[config.mk]
export PLATFORM = sky130hd
export DESIGN_NAME = shortest_remaining_time_scheduler
export DESIGN_NICKNAME = d
export VERILOG_FILES = /design/src/hdl/srtf_pkg.sv /design/src/hdl/shortest_remaining_time_scheduler.sv
export SDC_FILE = /design/constraint.sdc
export NUM_CORES = 2
export LEC_CHECK = 0
export ABC_AREA = 1
export BUFFER_PORTS_ARGS = -buffer_cell sky130_fd_sc_hd__buf_2
export CORE_ASPECT_RATIO = 1.25
export CORE_UTILIZATION = 60
export CTS_CLUSTER_SIZE = 12
export DETAILED_ROUTE_END_ITERATION = 7
export GPL_TIMING_DRIVEN = 0
export PLACE_DENSITY = 0.77
export SLEW_MARGIN = 0
export SYNTH_ARGS = -nofsm -noshare
export SYNTH_HDL_FRONTEND = slang
export SYNTH_SLANG_ARGS = --single-unit
[constraint.sdc]
create_clock -name clk_i -period 7.2 [get_ports clk_i]
set_input_delay 1.44 -clock clk_i [delete_from_list [all_inputs] [get_ports clk_i]]
set_output_delay 1.44 -clock clk_i [all_outputs]
set_load 0.05 [all_outputs]
[src/hdl/srtf_pkg.sv]
package srtf_pkg;

  // Fixed field widths
  localparam int unsigned PidW  = 8;
  localparam int unsigned ArrW  = 16;
  localparam int unsigned BstW  = 16;
  localparam int unsigned TimeW = 24;

  localparam logic [TimeW-1:0] TimeMax = {TimeW{1'b1}};

  // Result kinds, carried on the master tuser
  typedef enum logic [2:0] {
    ST_LOADED = 3'd0,
    ST_FULL   = 3'd1,
    ST_LATE   = 3'd2,
    ST_IDLE   = 3'd3,
    ST_RAN    = 3'd4
  } status_e;

  // One process table entry
  typedef struct packed {
    logic [PidW-1:0] pid;
    logic [ArrW-1:0] arrival;
    logic [BstW-1:0] remaining;
    logic [BstW-1:0] burst;
    logic            done;
  } slot_t;

endpackage

[src/hdl/shortest_remaining_time_scheduler.sv]
// Channel  Dir  Handshake                     Payload
// s_axis   in   s_axis_tvalid_i/tready_o      tuser: mode; tdata: proc_id, arrival, burst
// m_axis   out  m_axis_tvalid_o/tready_i      tuser: status; tdata: now_time .. waiting
//
// A load goes from accept through S_RESULT to the result register.
// A tick that runs a process does one table read per slot through the single read port
// of the slot memory, then write-back, turnaround, result.
// A tick with nothing eligible skips the turnaround step.
// Reset (rst_ni low, async) empties the table and sets time to zero.
// A new word is taken while the previous result waits on m_axis.
module shortest_remaining_time_scheduler
  import srtf_pkg::*;
#(
  parameter int unsigned MAX_PROCS = 16
) (
  input  logic         clk_i,
  input  logic         rst_ni,
  input  logic         s_axis_tvalid_i,
  output logic         s_axis_tready_o,
  // [7:0] proc_id, [23:8] arrival, [39:24] burst
  input  logic [39:0]  s_axis_tdata_i,
  // [0] mode
  input  logic [0:0]   s_axis_tuser_i,
  output logic         m_axis_tvalid_o,
  input  logic         m_axis_tready_i,
  // [23:0] now_time, [31:24] run_id, [32] switched, [33] finished,
  // [57:34] completion_time, [81:58] turnaround, [105:82] waiting
  output logic [111:0] m_axis_tdata_o,
  // [2:0] status
  output logic [2:0]   m_axis_tuser_o
);

  localparam int unsigned AW = (MAX_PROCS > 1) ? $clog2(MAX_PROCS) : 1;
  localparam int unsigned CW = $clog2(MAX_PROCS + 1);

  typedef enum logic [4:0] {
    S_IDLE   = 5'b00001,
    S_SCAN   = 5'b00010,
    S_WRITE  = 5'b00100,
    S_FIN    = 5'b01000,
    S_RESULT = 5'b10000
  } state_e;

  // Control registers
  state_e            state_q, state_d;
  logic [CW-1:0]     cnt_q, cnt_d;
  logic [TimeW-1:0]  now_q, now_d;
  logic              last_vld_q, last_vld_d;
  logic [PidW-1:0]   last_id_q, last_id_d;
  logic              found_q, found_d;
  logic              out_vld_q, out_vld_d;

  // Datapath registers
  logic [AW-1:0]     cmp_idx_q, cmp_idx_d;
  logic [AW-1:0]     best_idx_q, best_idx_d;
  slot_t             best_q, best_d;
  status_e           status_q, status_d;
  logic [TimeW-1:0]  start_q, start_d;
  logic              switched_q, switched_d;
  logic              finished_q, finished_d;
  logic [TimeW-1:0]  tat_q, tat_d;
  status_e           out_status_q, out_status_d;
  logic [111:0]      out_data_q, out_data_d;

  // Slot memory
  slot_t             slot_mem_q [MAX_PROCS];
  slot_t             rd_q;
  logic [AW-1:0]     rd_addr;
  logic              wr_en;
  logic [AW-1:0]     wr_addr;
  slot_t             wr_data;

  // Input word fields
  logic              in_mode;
  logic [PidW-1:0]   in_pid;
  logic [ArrW-1:0]   in_arr;
  logic [BstW-1:0]   in_bst;
  logic              in_acc;

  logic [TimeW-1:0]  now_inc;
  logic              elig, better, last_slot;
  logic [TimeW:0]    wt_diff;
  logic [TimeW-1:0]  wt;
  logic [PidW-1:0]   res_id;
  logic [TimeW-1:0]  res_comp, res_tat, res_wt;

  assign in_mode = s_axis_tuser_i[0];
  assign in_pid  = s_axis_tdata_i[7:0];
  assign in_arr  = s_axis_tdata_i[23:8];
  assign in_bst  = s_axis_tdata_i[39:24];

  assign s_axis_tready_o = (state_q == S_IDLE);
  assign in_acc          = s_axis_tvalid_i && s_axis_tready_o;

  assign m_axis_tvalid_o = out_vld_q;
  assign m_axis_tdata_o  = out_data_q;
  assign m_axis_tuser_o  = out_status_q;

  // Saturating time step
  assign now_inc = (now_q == TimeMax) ? now_q : now_q + 1'b1;

  // Scan compare on the entry just read
  assign elig   = !rd_q.done && ({{(TimeW-ArrW){1'b0}}, rd_q.arrival} <= now_q);
  assign better = !found_q || (rd_q.remaining < best_q.remaining) ||
                  ((rd_q.remaining == best_q.remaining) && (rd_q.pid < best_q.pid));
  assign last_slot = ((CW'(cmp_idx_q) + 1'b1) == cnt_q);

  // Waiting time, clamped at zero
  assign wt_diff = {1'b0, tat_q} - {{(TimeW+1-BstW){1'b0}}, best_q.burst};
  assign wt      = wt_diff[TimeW] ? '0 : wt_diff[TimeW-1:0];

  // Result fields, zero where not meaningful
  assign res_id   = (status_q == ST_RAN) ? best_q.pid : '0;
  assign res_comp = finished_q ? now_q : '0;
  assign res_tat  = finished_q ? tat_q : '0;
  assign res_wt   = finished_q ? wt : '0;

  // Memory read address: slot 0 on accept, next slot during scan
  assign rd_addr = (state_q == S_SCAN) ? cmp_idx_q + 1'b1 : '0;

  // Sequencer
  always_comb begin
    state_d      = state_q;
    cnt_d        = cnt_q;
    now_d        = now_q;
    last_vld_d   = last_vld_q;
    last_id_d    = last_id_q;
    found_d      = found_q;
    out_vld_d    = out_vld_q;
    cmp_idx_d    = cmp_idx_q;
    best_idx_d   = best_idx_q;
    best_d       = best_q;
    status_d     = status_q;
    start_d      = start_q;
    switched_d   = switched_q;
    finished_d   = finished_q;
    tat_d        = tat_q;
    out_status_d = out_status_q;
    out_data_d   = out_data_q;
    wr_en        = 1'b0;
    wr_addr      = best_idx_q;
    wr_data      = best_q;

    if (out_vld_q && m_axis_tready_i) begin
      out_vld_d = 1'b0;
    end

    unique case (state_q)
      S_IDLE: begin
        if (in_acc) begin
          start_d    = now_q;
          switched_d = 1'b0;
          finished_d = 1'b0;
          found_d    = 1'b0;
          cmp_idx_d  = '0;
          if (!in_mode) begin
            state_d = S_RESULT;
            priority if (cnt_q == CW'(MAX_PROCS)) begin
              status_d = ST_FULL;
            end else if ({{(TimeW-ArrW){1'b0}}, in_arr} < now_q) begin
              status_d = ST_LATE;
            end else begin
              status_d          = ST_LOADED;
              wr_en             = 1'b1;
              wr_addr           = cnt_q[AW-1:0];
              wr_data.pid       = in_pid;
              wr_data.arrival   = in_arr;
              wr_data.remaining = in_bst;
              wr_data.burst     = in_bst;
              wr_data.done      = (in_bst == '0);
              cnt_d             = cnt_q + 1'b1;
            end
          end else begin
            state_d = (cnt_q == '0) ? S_WRITE : S_SCAN;
          end
        end
      end

      S_SCAN: begin
        if (elig && better) begin
          best_d     = rd_q;
          best_idx_d = cmp_idx_q;
          found_d    = 1'b1;
        end
        if (last_slot) begin
          state_d = S_WRITE;
        end else begin
          cmp_idx_d = cmp_idx_q + 1'b1;
        end
      end

      S_WRITE: begin
        now_d = now_inc;
        if (found_q) begin
          status_d          = ST_RAN;
          wr_en             = 1'b1;
          wr_data.remaining = best_q.remaining - 1'b1;
          wr_data.done      = (best_q.remaining == BstW'(1));
          switched_d        = !(last_vld_q && (last_id_q == best_q.pid));
          finished_d        = (best_q.remaining == BstW'(1));
          last_vld_d        = 1'b1;
          last_id_d         = best_q.pid;
          state_d           = S_FIN;
        end else begin
          status_d = ST_IDLE;
          state_d  = S_RESULT;
        end
      end

      S_FIN: begin
        // now_q already holds the completion time
        tat_d   = now_q - {{(TimeW-ArrW){1'b0}}, best_q.arrival};
        state_d = S_RESULT;
      end

      S_RESULT: begin
        if (!out_vld_q || m_axis_tready_i) begin
          out_vld_d    = 1'b1;
          out_status_d = status_q;
          out_data_d   = {6'b0, res_wt, res_tat, res_comp, finished_q, switched_q,
                          res_id, start_q};
          state_d      = S_IDLE;
        end
      end

      default: state_d = S_IDLE;
    endcase
  end

  // Control state
  always_ff @(posedge clk_i or negedge rst_ni) begin
    if (!rst_ni) begin
      state_q    <= S_IDLE;
      cnt_q      <= '0;
      now_q      <= '0;
      last_vld_q <= 1'b0;
      last_id_q  <= '0;
      found_q    <= 1'b0;
      out_vld_q  <= 1'b0;
    end else begin
      state_q    <= state_d;
      cnt_q      <= cnt_d;
      now_q      <= now_d;
      last_vld_q <= last_vld_d;
      last_id_q  <= last_id_d;
      found_q    <= found_d;
      out_vld_q  <= out_vld_d;
    end
  end

  // Datapath
  always_ff @(posedge clk_i) begin
    cmp_idx_q    <= cmp_idx_d;
    best_idx_q   <= best_idx_d;
    best_q       <= best_d;
    status_q     <= status_d;
    start_q      <= start_d;
    switched_q   <= switched_d;
    finished_q   <= finished_d;
    tat_q        <= tat_d;
    out_status_q <= out_status_d;
    out_data_q   <= out_data_d;
  end

  // Slot memory, one write and one registered read port
  always_ff @(posedge clk_i) begin
    if (wr_en) begin
      slot_mem_q[wr_addr] <= wr_data;
    end
    rd_q <= slot_mem_q[rd_addr];
  end

`ifndef SYNTH
  // Table never overfills
  assert property (@(posedge clk_i) disable iff (!rst_ni)
    cnt_q <= CW'(MAX_PROCS))
    else $error("loaded count above table size");

  // Scan stays inside the loaded slots
  assert property (@(posedge clk_i) disable iff (!rst_ni)
    state_q == S_SCAN |-> CW'(cmp_idx_q) < cnt_q)
    else $error("scan index beyond loaded slots");

  // Time never goes backward
  assert property (@(posedge clk_i) disable iff (!rst_ni)
    ##1 now_q >= $past(now_q))
    else $error("time decreased");

  // A completion is only reported for a run
  assert property (@(posedge clk_i) disable iff (!rst_ni)
    out_vld_q && out_data_q[33] |-> out_status_q == ST_RAN)
    else $error("finished without a run");
`endif

endmodule
=== Word level (Yosys, flattened, before mapping) ===
Memory sizes are Yosys's and may differ from the RTL's. A register that Yosys moved wholly into a read port is not among the register bits.
Cells that the tools add are included.

* Register bits after elaboration: 272
* RAM bits: 912
* Bits of input ports: 45
* Output and inout port bits: 117
* Memories: 1

{| class="wikitable"
|+ Memory list
! name !! words !! bits a word !! rd ports !! clocked after Yosys merged registers in !! wr ports !! line !! text
|-
| slot_mem_q || 16 || 57 || 1 || 1 || 1 || shortest_remaining_time_scheduler.sv:66 || <nowiki>slot_t slot_mem_q [MAX_PROCS];</nowiki>
|}

* Add/subtract/negate cells: 7
* Magnitude comparators: 4
* Eq/ne operators: 19
* Mux-type cells: 50
* Bitwise gates (word level): 5
* Reduce and logical (&&, ||, !) cells: 29

{| class="wikitable"
|+ Operators by type and width
! operator !! count
|-
| two-way mux 57 bit || 4
|-
| two-way mux 16 bit || 2
|-
| two-way mux 4 bit || 8
|-
| one-hot mux 16 bit (2 select lines) || 1
|-
| two-way mux 5 bit || 5
|-
| one-hot mux 5 bit (5 select lines) || 1
|-
| subtractor 24 x 16 -> 25 bit || 1
|-
| adder 24 x 1 -> 24 bit (second input constant) || 1
|-
| equality test 24 bit (second input constant) || 1
|-
| <= comparator 16 x 24 -> 1 bit || 1
|-
| < comparator 16 x 24 -> 1 bit || 1
|-
| two-way mux 24 bit || 1
|-
| subtractor 24 x 16 -> 24 bit || 1
|-
| equality test 16 x 1 -> 1 bit (second input constant) || 1
|-
| equality test 16 bit || 1
|-
| zero test 16 bit || 1
|-
| < comparator 16 bit || 1
|-
| subtractor 16 x 1 -> 16 bit (second input constant) || 1
|-
| two-way mux 1 bit || 15
|-
| AND reduction 3 bit || 5
|-
| two-way mux 3 bit || 4
|-
| equality test 5 bit (second input constant) || 2
|-
| inequality test 2 bit (second input constant) || 5
|-
| one-hot mux 1 bit (2 select lines) || 5
|-
| other kinds (24) || 45
|}

=== Longest topological paths before layout ===
* Depth in word-level cells: 8
* Depth in mapped cells: 17
* Gate-level depth less buffers: 16

=== Worst setup path after synthesis ===
No wires, ideal clock.

* Path kind: in2reg
* Start point: input m_axis_tready_i
* End point: register out_data_q[0], in the netlist m_axis_tdata_o[0], enable pin
* Library setup time: 0.578 ns
* Data arrival time: 6.012 ns
* Data required time: 6.622 ns
* Slack: 0.610 ns
* Cell stages on the path: 2
* Path buffers: 0
* Cell sequence: nor2_1 nor2_1

* Cells in the longest elaborated chain, start to end: 2

{| class="wikitable"
|+ Ends and longest elaborated chain
! item !! line !! text
|-
| start: declaration || shortest_remaining_time_scheduler.sv:25 || <nowiki>input logic m_axis_tready_i,</nowiki>
|-
| logical OR 1 bit || shortest_remaining_time_scheduler.sv:217 || <nowiki>if (!out_vld_q || m_axis_tready_i) begin</nowiki>
|-
| AND reduction 2 bit (no line) || - ||
|-
| end signal: assignment || shortest_remaining_time_scheduler.sv:262 || <nowiki>out_data_q <= out_data_d;</nowiki>
|-
| end: declaration || shortest_remaining_time_scheduler.sv:63 || <nowiki>logic [111:0] out_data_q, out_data_d;</nowiki>
|}

No other way between the ends.
A chain may end at the register's enable or synchronous reset.

=== Worst setup path in the final report ===
* Start point: input s_axis_tdata_i[23]
* End point: memory slot_mem_q[4][47] (netlist bit), enable pin

* Cells in the longest elaborated chain, start to end: 8

{| class="wikitable"
|+ Ends and longest elaborated chain
! item !! line !! text
|-
| start: declaration || shortest_remaining_time_scheduler.sv:21 || <nowiki>input logic [39:0] s_axis_tdata_i,</nowiki>
|-
| < comparator 16 x 24 -> 1 bit * || shortest_remaining_time_scheduler.sv:160 || <nowiki>end else if ({{(TimeW-ArrW){1'b0}}, in_arr} < now_q) begin</nowiki>
|-
| two-way mux 1 bit || shortest_remaining_time_scheduler.sv:160 ||
|-
| two-way mux 1 bit || shortest_remaining_time_scheduler.sv:158 || <nowiki>priority if (cnt_q == CW'(MAX_PROCS)) begin</nowiki>
|-
| two-way mux 1 bit || shortest_remaining_time_scheduler.sv:156 || <nowiki>if (!in_mode) begin</nowiki>
|-
| two-way mux 1 bit || shortest_remaining_time_scheduler.sv:150 || <nowiki>if (in_acc) begin</nowiki>
|-
| one-hot mux 1 bit (2 select lines) || shortest_remaining_time_scheduler.sv:148 || <nowiki>unique case (state_q)</nowiki>
|-
| two-way mux 1 bit || shortest_remaining_time_scheduler.sv:267 || <nowiki>if (wr_en) begin</nowiki>
|-
| two-way mux 1 bit (not written as such) || shortest_remaining_time_scheduler.sv:268 || <nowiki>slot_mem_q[wr_addr] <= wr_data;</nowiki>
|-
| end: declaration || shortest_remaining_time_scheduler.sv:66 ||
|}

Mark *: on every way between the ends. The rest lies on a longest branch, timed or not.

==> results.ini <==
[synthesis]
avgSynthCellArea_um2=12.1
ys.flop_type=edfxtp_1
ys_seq_area_share_pct=70.9
yosysUniqueCellTypes=53
synth_commonest_cells=edfxtp_1, nor2_1, o21ai_0
syn-cell-area_mm2=0.0515
synth_edf_count=1139
synthArstFlopShare_pct=3.63
synth.top_cell.area_share_pct=66.5
syn-instance-count=4242
synth-warning-count=0
yosysTopAreaCell=edfxtp_1
ys_seq_elements=1241
synth_area_leaders=edfxtp_1, nor2_1, o21ai_0, o211ai_1, nand2_1
yosysMostFrequentCell=edfxtp_1

[power_and_ir_drop]
power.density_mw_per_mm2=315
power_leakage_uw=0.0207
vdd_drop_max_mv=0.222
power_uw=18400

[final_layout]
final_layout_size_suffix_gt1_share_pct=10.9
finish.utilization_pct=68.9
fill_cells=5765
area_growth_pct=13.2
final-seq-area_mm2=0.0365
multiInputGateArea_mm2=0.0133
layout.nets=4715

[sta]
rsz0062_at_grt=false
min_period_ps=4440
slew-limit-headroom_pct=6.25
worst_pin_slew_ps=1410
finalWorstSetupSlack_ps=2760
setup_viol=0
fmax_mhz=225
clock_skew_ps=27.2
period_share_pct=61.7
slew_violations=0
finalHoldViolCount=0

[global_routing]
met3_usage_pct=8.00
grt_max_degree=46
met1_usage_pct=43.4
gr-usage-all-layers_pct=36.1
grt_pass1_vias=35629
met2_usage_pct=59.8
antenna_found_initial=7
grt_pass1_wl_um=226000
gr-total-overflow=0
grt.busiest_layer=met2

[route]
avgRoutedWirePerCell_um=27.5
drt_iter0_drc=5696
vias=36747
ant_nets=0
detail_route.first_pass.iterations=7
drt-total-wl_um=159000
drc=0
via_per_inst=6.37

[worst_hold_path]
hp-class=flop to flop
hold_depth=0
hold_start=rd_q[9]$_DFF_P_
min_to=best_q[9]$_DFFE_PP_

[critical_path]
critPathMaxFanout=21
end_kind=flop
ff2ff_path_depth=16
start_kind=primary input
timing.rr.end=slot_mem_q[4][47]$_DFFE_PP_
crit_type=primary input to flop
rr_startpoint=now_q[15]$_DFFE_PN0P_
r2r_slack_ps=2880
required_ps=7590
cp.arrival_ps=4830

[place]
gp_congestion=0.961
hpwl_um=109000
numPortBuffers=155
dp_slack_ps=2050

[clocking]
htreeDepth=3
ctsHoldBuffers=0
clk_pin_slew_ps=60
clockBufferDepth=3
clock_latency_ps=710
cts_resized=0
cts_buffers=116
cts_num_sinks=1241
cts_root_buffer=clkbuf_16
tritoncts=built
cts_setup_buffers=0

[floorplan]
row_count=119
die_y_um=329
ioPinCount=162
core_area_mm2=0.0846
die_area_mm2=0.0869
initial_utilization_pct=60.8
die_x_um=264

[outcome]
run_status=finished clean

[flow_run]
max_cap_violations=0

sequential cells by signal, summed over array words and instances (netlist names):
name             flops
slot_mem_q         912
m_axis_tdata_o     106
best_q              57
rd_q                57
now_q               24
start_q             24
tat_q               24
last_id_q            8
cnt_q                5
state_q              5
best_idx_q           4
cmp_idx_q            4
m_axis_tuser_o       3
status_q             3
finished_q           1
found_q              1
last_vld_q           1
m_axis_tvalid_o      1
switched_q           1
area by class of cell:
class | instances | area share [%]
Buffer | 221 | 1.73
Antenna cell | 3 | 0.0129
Multi-Input combinational cell | 2543 | 22.7
Tap cell | 1089 | 2.34
Clock buffer | 210 | 5.73
Timing Repair Buffer | 211 | 3.13
Clock inverter | 10 | 0.152
Inverter | 242 | 1.56
Sequential cell | 1241 | 62.6
worst max-delay path: stages:
cell     delay [ps]
buf_2           120
ha_1            300
nand2_1          80
nor2_1          160
nand4_1         100
nor2_1          120
nand2_1         110
nand2_4         170
nand2_4          90
nand2_1          70
nand2_1         220
inv_1           160
nand3_1         290
nor2_4          810
buf_12          300
buf_12          240
through the flow:
stage | area, um2 | std cells | TNS, ps | hold WS (ps)
floorplan | 51500 | 4247 | 0 | 386
global placement | 53600 | 5491 | -1577300 | 387
detailed placement | 54800 | 5544 | 0 | 392
CTS | 58200 | 5764 | 0 | 408
global route | 58300 | 5767 | 0 | 412
finish | 58300 | 5770 | 0 | 406
cells by family after synthesis:
group           Yosys count  synth area share [%]
other cells               1               0.00729
fa+ha+maj                94                  2.31
simple gates           1444                  11.6
xor+xnor                 64                  1.09
compound gates          935                  10.4
buf+inv                 463                  3.73
flops                  1241                  70.9
cell usage in the layout (no fill, tap or decap), types with 4 or more instances in the layout:
cell / netlist / layout
o21ai_0: 542 / 533
buf_16: 0 / 11
nor4_1: 18 / 17
o21ai_1: 11 / 20
clkbuf_1: 101 / 190
clkbuf_16: 0 / 119
buf_6: 4 / 12
a21oi_1: 113 / 107
buf_1: 10 / 10
xor2_1: 52 / 52
nor2_2: 3 / 4
dfrtp_1: 44 / 44
nand3_1: 176 / 176
nor3_1: 21 / 21
o221ai_1: 11 / 11
buf_12: 0 / 29
nor2_4: 6 / 23
inv_1: 238 / 237
edfxtp_1: 1139 / 1139
dfxtp_1: 57 / 57
inv_2: 4 / 5
xnor2_1: 12 / 12
nor2_1: 829 / 811
clkinv_2: 0 / 4
or2_2: 6 / 6
a31oi_1: 7 / 7
buf_2: 99 / 255
a21oi_2: 0 / 6
a21o_1: 7 / 7
o22ai_1: 4 / 4
o211ai_1: 225 / 225
ha_1: 92 / 92
nand2_2: 4 / 4
buf_4: 7 / 12
nand4_1: 27 / 27
conb_1: 1 / 6
nand2_1: 338 / 338
nand3b_1: 4 / 4
power breakdown:
part	internal (uW)	total, uW	switching [uW]	leakage [uW]
clock	3110	5680	2580	0.00163
combinational	833	3650	2820	0.00771
sequential	8820	9050	229	0.0113
worst max path at each step:
stage / to / slack, ps / cells past startpoint / start
6_report: slot_mem_q[4][47]$_DFFE_PP_ / 2760 / 16 / s_axis_tdata_i[23]
3_3_place_gp: slot_mem_q[4][49]$_DFFE_PP_ / -1850 / 15 / s_axis_tdata_i[9]
4_1_cts: slot_mem_q[12][48]$_DFFE_PP_ / 2760 / 11 / s_axis_tdata_i[23]
3_5_place_dp: slot_mem_q[12][47]$_DFFE_PP_ / 2050 / 11 / s_axis_tdata_i[23]
2_1_floorplan: m_axis_tdata_o[0]$_DFFE_PP_ / 610 / 2 / m_axis_tready_i
5_1_grt: slot_mem_q[2][52]$_DFFE_PP_ / 2690 / 14 / s_axis_tdata_i[9]
metal layers:
metal,wire (um),share of wire [%],up-vias
li1,-,-,15876
met1,51900,33,17396
met2,76100,48,2891
met3,20600,13,582
met4,9870,6.2,2
met5,6,0.0038,-
Note: power is estimated with default switching activity, not from simulation.
